`config.mk`:
```
export PLATFORM = sky130hd
export DESIGN_NAME = packed_pixel_unpacker_core
export DESIGN_NICKNAME = d
export VERILOG_FILES = /design/src/rtl/ppu_pkg.sv /design/src/rtl/packed_pixel_unpacker_core.sv /design/src/rtl/ppu_unpack.sv /design/src/rtl/ppu_out_queue.sv
export SDC_FILE = /design/constraint.sdc
export NUM_CORES = 1
export LEC_CHECK = 0
export ABC_AREA = 1
export BUFFER_PORTS_ARGS = -buffer_cell sky130_fd_sc_hd__buf_2
export CORE_ASPECT_RATIO = 2
export CORE_MARGIN = 5
export CORE_UTILIZATION = 50
export CTS_CLUSTER_SIZE = 12
export DETAILED_ROUTE_END_ITERATION = 10
export PLACE_DENSITY = 0.68
export SYNTH_ARGS = -nofsm -noshare
export SYNTH_HDL_FRONTEND = slang
export SYNTH_SLANG_ARGS = --single-unit
```
`constraint.sdc`:
```
create_clock -name clk -period 9.8 [get_ports clk]
set_input_delay 0.49 -clock clk [delete_from_list [all_inputs] [get_ports clk]]
set_output_delay 0.49 -clock clk [all_outputs]
set_load 0.05 [all_outputs]
```
`src/rtl/ppu_pkg.sv`:
```
// Types and constants of the packed pixel unpacker.
// No dependencies; used by the top level, ppu_unpack and ppu_out_queue.
`default_nettype none

package ppu_pkg;

    localparam int BYTE_W  = 8;
    localparam int PIXEL_W = 12;
    localparam int REG_W   = 10;
    localparam int PAIR_W  = 9;
    localparam int ROW_W   = 10;

    // Position of the next byte inside its three-byte group.
    localparam logic [1:0] PHASE_FIRST  = 2'd0;
    localparam logic [1:0] PHASE_SECOND = 2'd1;
    localparam logic [1:0] PHASE_THIRD  = 2'd2;

    // Configuration register indexes.
    localparam logic CFG_ROW_WIDTH = 1'b0;
    localparam logic CFG_ROW_COUNT = 1'b1;

    typedef struct packed {
        logic [PIXEL_W-1:0] pixel;
        logic               is_padding;
        logic               row_end;
        logic               frame_end;
    } result_t;

    // Results caused by one byte: count is 0, 1 or 2, first result in r0.
    typedef struct packed {
        logic [1:0] count;
        result_t    r0;
        result_t    r1;
    } unpack_out_t;

endpackage

`default_nettype wire

```
`src/rtl/packed_pixel_unpacker_core.sv`:
```
// Top level of the packed 12-bit pixel unpacker: configuration registers,
// unpack logic and output queue. Depends on ppu_pkg, ppu_unpack, ppu_out_queue.
//
//   channel   direction  handshake              payload
//   s_*       in         s_tvalid / s_tready    port_byte
//   m_*       out        m_tvalid / m_tready    pixel, is_padding, row_end, frame_end
//   cfg_*     in         cfg_we                 row_width, row_count
//
// One byte is taken per cycle while s_tready is high; its results enter the
// output queue at the accepting edge, show on m_* from the next cycle and leave
// one per cycle. The third byte of an odd row's last pair makes two results;
// the four-entry queue absorbs them and s_tready drops while it holds three or
// four results. Reset restores row_width 650, row_count 490 and starts a new
// frame. A stall on m_tready only backs up into s_tready through the queue fill.
`default_nettype none

module packed_pixel_unpacker_core #(
    parameter int MAX_WIDTH = 1024,
    parameter int MAX_ROWS  = 1024
) (
    input  wire logic        clk,
    input  wire logic        rst_n,
    input  wire logic        s_tvalid,
    output logic             s_tready,
    input  wire logic [7:0]  s_tdata,   // [7:0] port_byte
    output logic             m_tvalid,
    input  wire logic        m_tready,
    output logic [15:0]      m_tdata,   // [11:0] pixel, [15:12] zero
    output logic [1:0]       m_tuser,   // [0] is_padding, [1] row_end
    output logic             m_tlast,   // frame_end
    input  wire logic        cfg_we,
    input  wire logic        cfg_addr,
    input  wire logic [9:0]  cfg_wdata
);
    import ppu_pkg::*;

    logic [REG_W-1:0] width_reg;
    logic [REG_W-1:0] count_reg;
    logic             accept;
    unpack_out_t      results;
    result_t          head;

    always_ff @(posedge clk or negedge rst_n)
    begin
        if (!rst_n)
        begin
            width_reg <= REG_W'(650);
            count_reg <= REG_W'(490);
        end
        else if (cfg_we)
        begin
            case (cfg_addr)
                CFG_ROW_WIDTH: width_reg <= cfg_wdata;
                CFG_ROW_COUNT: count_reg <= cfg_wdata;
                default:       width_reg <= width_reg;
            endcase
        end
    end

    assign accept = s_tvalid && s_tready;

    ppu_unpack #(
        .MAX_WIDTH (MAX_WIDTH),
        .MAX_ROWS  (MAX_ROWS)
    ) u_unpack (
        .clk       (clk),
        .rst_n     (rst_n),
        .accept    (accept),
        .in_byte   (s_tdata),
        .row_width (width_reg),
        .row_count (count_reg),
        .results   (results)
    );

    ppu_out_queue u_queue (
        .clk        (clk),
        .rst_n      (rst_n),
        .push       (accept),
        .push_data  (results),
        .room       (s_tready),
        .head_valid (m_tvalid),
        .head       (head),
        .pop_ready  (m_tready)
    );

    assign m_tdata = {4'd0, head.pixel};
    assign m_tuser = {head.row_end, head.is_padding};
    assign m_tlast = head.frame_end;

endmodule

`default_nettype wire

```
`src/rtl/ppu_unpack.sv`:
```
// Byte phase tracking, pixel assembly and row/frame counters.
// Depends on ppu_pkg.
`default_nettype none

module ppu_unpack #(
    parameter int MAX_WIDTH = 1024,
    parameter int MAX_ROWS  = 1024
) (
    input  wire logic                      clk,
    input  wire logic                      rst_n,
    input  wire logic                      accept,
    input  wire logic [ppu_pkg::BYTE_W-1:0] in_byte,
    input  wire logic [ppu_pkg::REG_W-1:0]  row_width,
    input  wire logic [ppu_pkg::REG_W-1:0]  row_count,
    output ppu_pkg::unpack_out_t            results
);
    import ppu_pkg::*;

    logic [1:0]         phase_reg, phase_next;
    logic [PIXEL_W-1:0] partial_reg, partial_next;
    logic [PAIR_W-1:0]  pair_reg, pair_next;
    logic [ROW_W-1:0]   row_reg, row_next;

    logic [REG_W-1:0]   w_lim;
    logic [REG_W-1:0]   h_lim;
    logic [PAIR_W-1:0]  pairs;
    logic               odd;
    logic               last_pair;
    logic               last_row;
    logic               end_here;

    // Clamp the registers to the supported frame size; a zero row or pair count counts as one.
    always_comb
    begin
        if (13'(row_width) > 13'(MAX_WIDTH))
            w_lim = REG_W'(MAX_WIDTH);
        else
            w_lim = row_width;
        if (13'(row_count) > 13'(MAX_ROWS))
            h_lim = REG_W'(MAX_ROWS);
        else
            h_lim = row_count;
        if (h_lim == '0)
            h_lim = REG_W'(1);
        pairs = w_lim[REG_W-1:1];
        if (pairs == '0)
            pairs = PAIR_W'(1);
        odd = w_lim[0];
    end

    // An index at or past the last one counts as last, so a mid-frame
    // register change still closes the row or frame.
    assign last_pair = ({1'b0, pair_reg} + (PAIR_W+1)'(1)) >= {1'b0, pairs};
    assign last_row  = ({1'b0, row_reg} + (ROW_W+1)'(1)) >= {1'b0, h_lim};
    assign end_here  = last_pair && !odd;

    always_comb
    begin
        phase_next   = phase_reg;
        partial_next = partial_reg;
        pair_next    = pair_reg;
        row_next     = row_reg;
        results      = '0;
        case (phase_reg)
            PHASE_SECOND:
            begin
                results.count    = 2'd1;
                results.r0.pixel = {partial_reg[11:4], in_byte[7:4]};
                partial_next     = {in_byte[3:0], 8'd0};
                phase_next       = PHASE_THIRD;
            end
            PHASE_THIRD:
            begin
                results.count        = 2'd1;
                results.r0.pixel     = {partial_reg[11:8], in_byte};
                results.r0.row_end   = end_here;
                results.r0.frame_end = end_here && last_row;
                if (last_pair && odd)
                begin
                    results.count         = 2'd2;
                    results.r1.is_padding = 1'b1;
                    results.r1.row_end    = 1'b1;
                    results.r1.frame_end  = last_row;
                end
                partial_next = '0;
                phase_next   = PHASE_FIRST;
                if (last_pair)
                begin
                    pair_next = '0;
                    row_next  = last_row ? '0 : row_reg + ROW_W'(1);
                end
                else
                begin
                    pair_next = pair_reg + PAIR_W'(1);
                end
            end
            default:
            begin
                partial_next = {in_byte, 4'd0};
                phase_next   = PHASE_SECOND;
            end
        endcase
    end

    always_ff @(posedge clk or negedge rst_n)
    begin
        if (!rst_n)
        begin
            phase_reg   <= PHASE_FIRST;
            partial_reg <= '0;
            pair_reg    <= '0;
            row_reg     <= '0;
        end
        else if (accept)
        begin
            phase_reg   <= phase_next;
            partial_reg <= partial_next;
            pair_reg    <= pair_next;
            row_reg     <= row_next;
        end
    end

endmodule

`default_nettype wire

```
`src/rtl/ppu_out_queue.sv`:
```
// Four-entry result queue between the unpack logic and the output channel.
// Depends on ppu_pkg.
`default_nettype none

module ppu_out_queue (
    input  wire logic                 clk,
    input  wire logic                 rst_n,
    input  wire logic                 push,
    input  wire ppu_pkg::unpack_out_t push_data,
    output logic                      room,
    output logic                      head_valid,
    output ppu_pkg::result_t          head,
    input  wire logic                 pop_ready
);
    import ppu_pkg::*;

    localparam int DEPTH = 4;
    localparam int PTR_W = $clog2(DEPTH);

    result_t          mem [DEPTH];
    logic [PTR_W-1:0] wr_reg, wr_next;
    logic [PTR_W-1:0] rd_reg, rd_next;
    logic [PTR_W:0]   cnt_reg, cnt_next;
    logic [1:0]       push_n;
    logic             pop;

    assign push_n     = push ? push_data.count : 2'd0;
    assign head_valid = (cnt_reg != '0);
    assign head       = mem[rd_reg];
    assign pop        = head_valid && pop_ready;
    // Room for the two results of a padded row end, decided from registers only.
    assign room       = (cnt_reg <= (PTR_W+1)'(DEPTH - 2));

    assign wr_next  = wr_reg + PTR_W'(push_n);
    assign rd_next  = rd_reg + PTR_W'(pop);
    assign cnt_next = cnt_reg + (PTR_W+1)'(push_n) - (PTR_W+1)'(pop);

    always_ff @(posedge clk)
    begin
        if (push_n != 2'd0)
            mem[wr_reg] <= push_data.r0;
        if (push_n == 2'd2)
            mem[wr_reg + PTR_W'(1)] <= push_data.r1;
    end

    always_ff @(posedge clk or negedge rst_n)
    begin
        if (!rst_n)
        begin
            wr_reg  <= '0;
            rd_reg  <= '0;
            cnt_reg <= '0;
        end
        else
        begin
            wr_reg  <= wr_next;
            rd_reg  <= rd_next;
            cnt_reg <= cnt_next;
        end
    end

endmodule

`default_nettype wire

```
==> flow_summary_export.csv <==
group,metric,value,unit
run_status,status,"finished, final reports clean",
sta,max_slew_margin,0.192,
placement,dp_slack,6220,ps
sta,finClkSkew,7.63,ps
cells_and_area,nets,917,
cts,clkTransAtPathRegs,60,ps
cts,htreeDepth,4,
worst_setup_path,required,9920,ps
routing,wl,16.8,mm
floorplan,start_util,0.510,
routing,first_pass_iters,7,
sta,setup_ws,6150,ps
sta,finalSetupTns,0,ps
sta,rsz0062_at_grt,"false",
yosys,synth.area.top_cells,"dfrtp_1 18%, dfxtp_1 15%, nand2_1 14%, inv_1 6.2%, o21ai_0 5.9%",
power_and_ir_drop,power,2380,µW
cts,cts_sinks,116,
floorplan,die_y,170,µm
yosys,synth_top_area_frac,0.180,
global_route,grt_pass1_wl,27.7,mm
yosys,synth_edf_count,12,
yosys,yosysTopAreaCell,"dfrtp_1",
sta,hold_viol,0,
cts,post_cts_resize_count,0,
worst_setup_path,start_kind,"register",
yosys,synth.cells.most_frequent,"236 x nand2_1, 106 x inv_1, 75 x o21ai_0, 66 x nor2_1, 48 x dfxtp_1",
sta,finalSetupViolCount,0,
routing,dr_total_vias,5554,
floorplan,dieArea,15300,µm²
cts,cts_made_buffers,17,
routing,drc,0,
floorplan,core_area,12600,µm²
placement,gp_congestion,0.925,
routing,drt_first_iter_violations,269,
yosys,synth.distinct_cells,43,
cells_and_area,final_util,0.575,
yosys,syn_avg_cell_area,7.67,µm²
sta,holdWs,201,ps
worst_setup_path,cp_max_fo,44,
sta,slew_viol_final,0,
yosys,synth_area,6400,µm²
yosys,yosysMostFrequentCell,"nand2_1",
power_and_ir_drop,p_leak,0.00361,µW
sta,tightest_slew,1210,ps
yosys,async_flop_share,0.483,
yosys,synthCells,834,
global_route,first_global_vias,5773,
worst_hold_path,holdCritPathClass,"in -> async",
cts,cts_tree,"built",
worst_setup_path,cp.arrival,3770,ps
placement,port_buffers,40,
power_and_ir_drop,vdd_drop_max,0.240,mV
power_and_ir_drop,power_density,330,nW/µm²
cts,insertion_delay,410,ps
worst_setup_path,cp-end-kind,"register",
cts,cts_hold_buf,0,
sta,finalCriticalPeriod,3650,ps
sta,fmax,274,MHz
cells_and_area,syn_to_final_growth,12.8,%
routing,drtAntennaViolNets,0,
cells_and_area,drive_above_1_share,0.129,
floorplan,rows,58,
cts,postCtsSetupRepairBufs,0,
placement,dpl.hpwl,12.3,mm
yosys,ys.flop_type,"dfxtp_1",
cells_and_area,fill_cells,1193,
global_route,overflow,0,
floorplan,boundaryPins,45,
floorplan,fp.dieW,90,µm
global_route,antenna_found_initial,0,
sta,finalCritPeriodShare,0.372,
global_route,grt_max_degree,57,
routing,routed_via_density,5.41,
cells_and_area,antenna_cells,0,
yosys,yosysSeqAreaShare,0.427,
worst_setup_path,crit_type,"reg -> reg",
yosys,ys_seq_elements,116,
cts,clk_path_buf_depth,2,
routing,route.detailed.wl_per_inst,16.4,µm
cts,cts-root-buf,"clkbuf_16",
cells_and_area,max_flop_register,"u_queue.mem",
yosys,yosysWarnings,0,
global_route,grt_use_total,0.226,
cells_and_area,largest_register_ff_count,60,
flow_run,cap_viol_max_count,0,
[per-layer routing]
metal	routed length (µm)	share of wire	global-route usage	vias to the layer above
li1	-	-	-	2719
met1	5610	0.33	0.208	2610
met2	9860	0.59	0.462	170
met3	663	0.039	0.0354	55
met4	699	0.042	0.111	0
met5	0	0	0	-
[layout make-up]
class                           count  area (µm²)  share of cell area
Clock buffer                       17         425              0.0589
Clock inverter                     15         183              0.0253
Inverter                          116         435              0.0603
Multi-Input combinational cell    569        3030               0.420
Sequential cell                   116        2740               0.379
Tap cell                          150         188              0.0260
Timing Repair Buffer               43         223              0.0308
[power breakdown]
part | total, µW | leakage (µW) | internal (µW) | switching [µW]
clock network | 637 | 0.000298 | 402 | 236
logic | 1040 | 0.00212 | 302 | 738
registers | 708 | 0.00119 | 610 | 97.6
[per-stage QoR]
| stage | area (µm²) | cells |
|---|---|---|
| 6_report | 7220 | 1026 |
| 5_1_grt | 7220 | 1026 |
| 4_1_cts | 7220 | 1026 |
| 3_5_place_dp | 6610 | 994 |
| 3_3_place_gp | 6610 | 994 |
| 2_1_floorplan | 6410 | 837 |
[final timing paths]
check	from	slack (ps)	end	cells after the start
worst max-delay path	u_unpack.pair_reg[0]$_DFFE_PN0P_	6150	u_queue.mem[1][0]$_DFFE_PP_	15
worst min-delay path	rst_n	200	width_reg[6]$_DFFE_PN0P_	2
worst max register to register	u_unpack.pair_reg[0]$_DFFE_PN0P_	6150	u_queue.mem[1][0]$_DFFE_PP_	15
worst min register to register	count_reg[1]$_DFFE_PN1P_	490	count_reg[1]$_DFFE_PN1P_	2
max in group asynchronous	rst_n	9120	u_unpack.partial_reg[5]$_DFFE_PN0P_	2
min in group clk	cfg_wdata[9]	340	width_reg[9]$_DFFE_PN1P_	3
[cell families (layout without fill, tap and decap cells)]
family,Yosys count,count (layout),synth area share
other,1,4,0.000586
buffers and inverters,152,191,0.101
xor gates and xnor gates,20,20,0.0274
AOI/OAI and AO/OA,156,156,0.147
and+or+nand+nor,359,359,0.237
adders and majority gates,30,30,0.0598
DFF,116,116,0.427
[critical path, stage by stage (launching register included)]
cell and delay, ps:
dfrtp_1 420, ha_1 220, nand2_1 100, nor3_1 260, xor2_1 160, ha_1 310, nand2_1 60, nor2_1 140
nand2_1 90, nor2_1 100, nor2_1 80, nand2_4 120, nand4_4 120, nor2_4 780, nand2_1 200, nand2_1 190
[placed cells by master (no fill, tap or decap), types with 2 or more instances in the layout]
cell type | Yosys | routed
nor3_4 | 2 | 2
nor2_4 | 4 | 4
conb_1 | 1 | 4
edfxtp_1 | 12 | 12
xor2_1 | 18 | 18
nor4_1 | 4 | 4
o221ai_1 | 4 | 4
o21ai_0 | 75 | 75
inv_6 | 0 | 2
nor3_1 | 6 | 6
ha_1 | 29 | 29
clkinv_4 | 0 | 6
xnor2_1 | 2 | 2
inv_1 | 106 | 106
nand2_1 | 236 | 236
bufinv_16 | 0 | 3
a21oi_1 | 6 | 6
dfstp_2 | 10 | 10
dfxtp_1 | 48 | 48
dfrtp_1 | 46 | 46
clkbuf_16 | 0 | 17
inv_2 | 10 | 10
buf_4 | 10 | 3
clkinv_2 | 0 | 3
a21boi_1 | 28 | 28
a21boi_0 | 9 | 9
buf_2 | 4 | 40
o22ai_1 | 27 | 27
nand2_2 | 3 | 3
nor2_1 | 66 | 66
nand2_4 | 2 | 2
nand3_1 | 30 | 30
nor2_2 | 3 | 3
(Power assumes the default switching activity.)
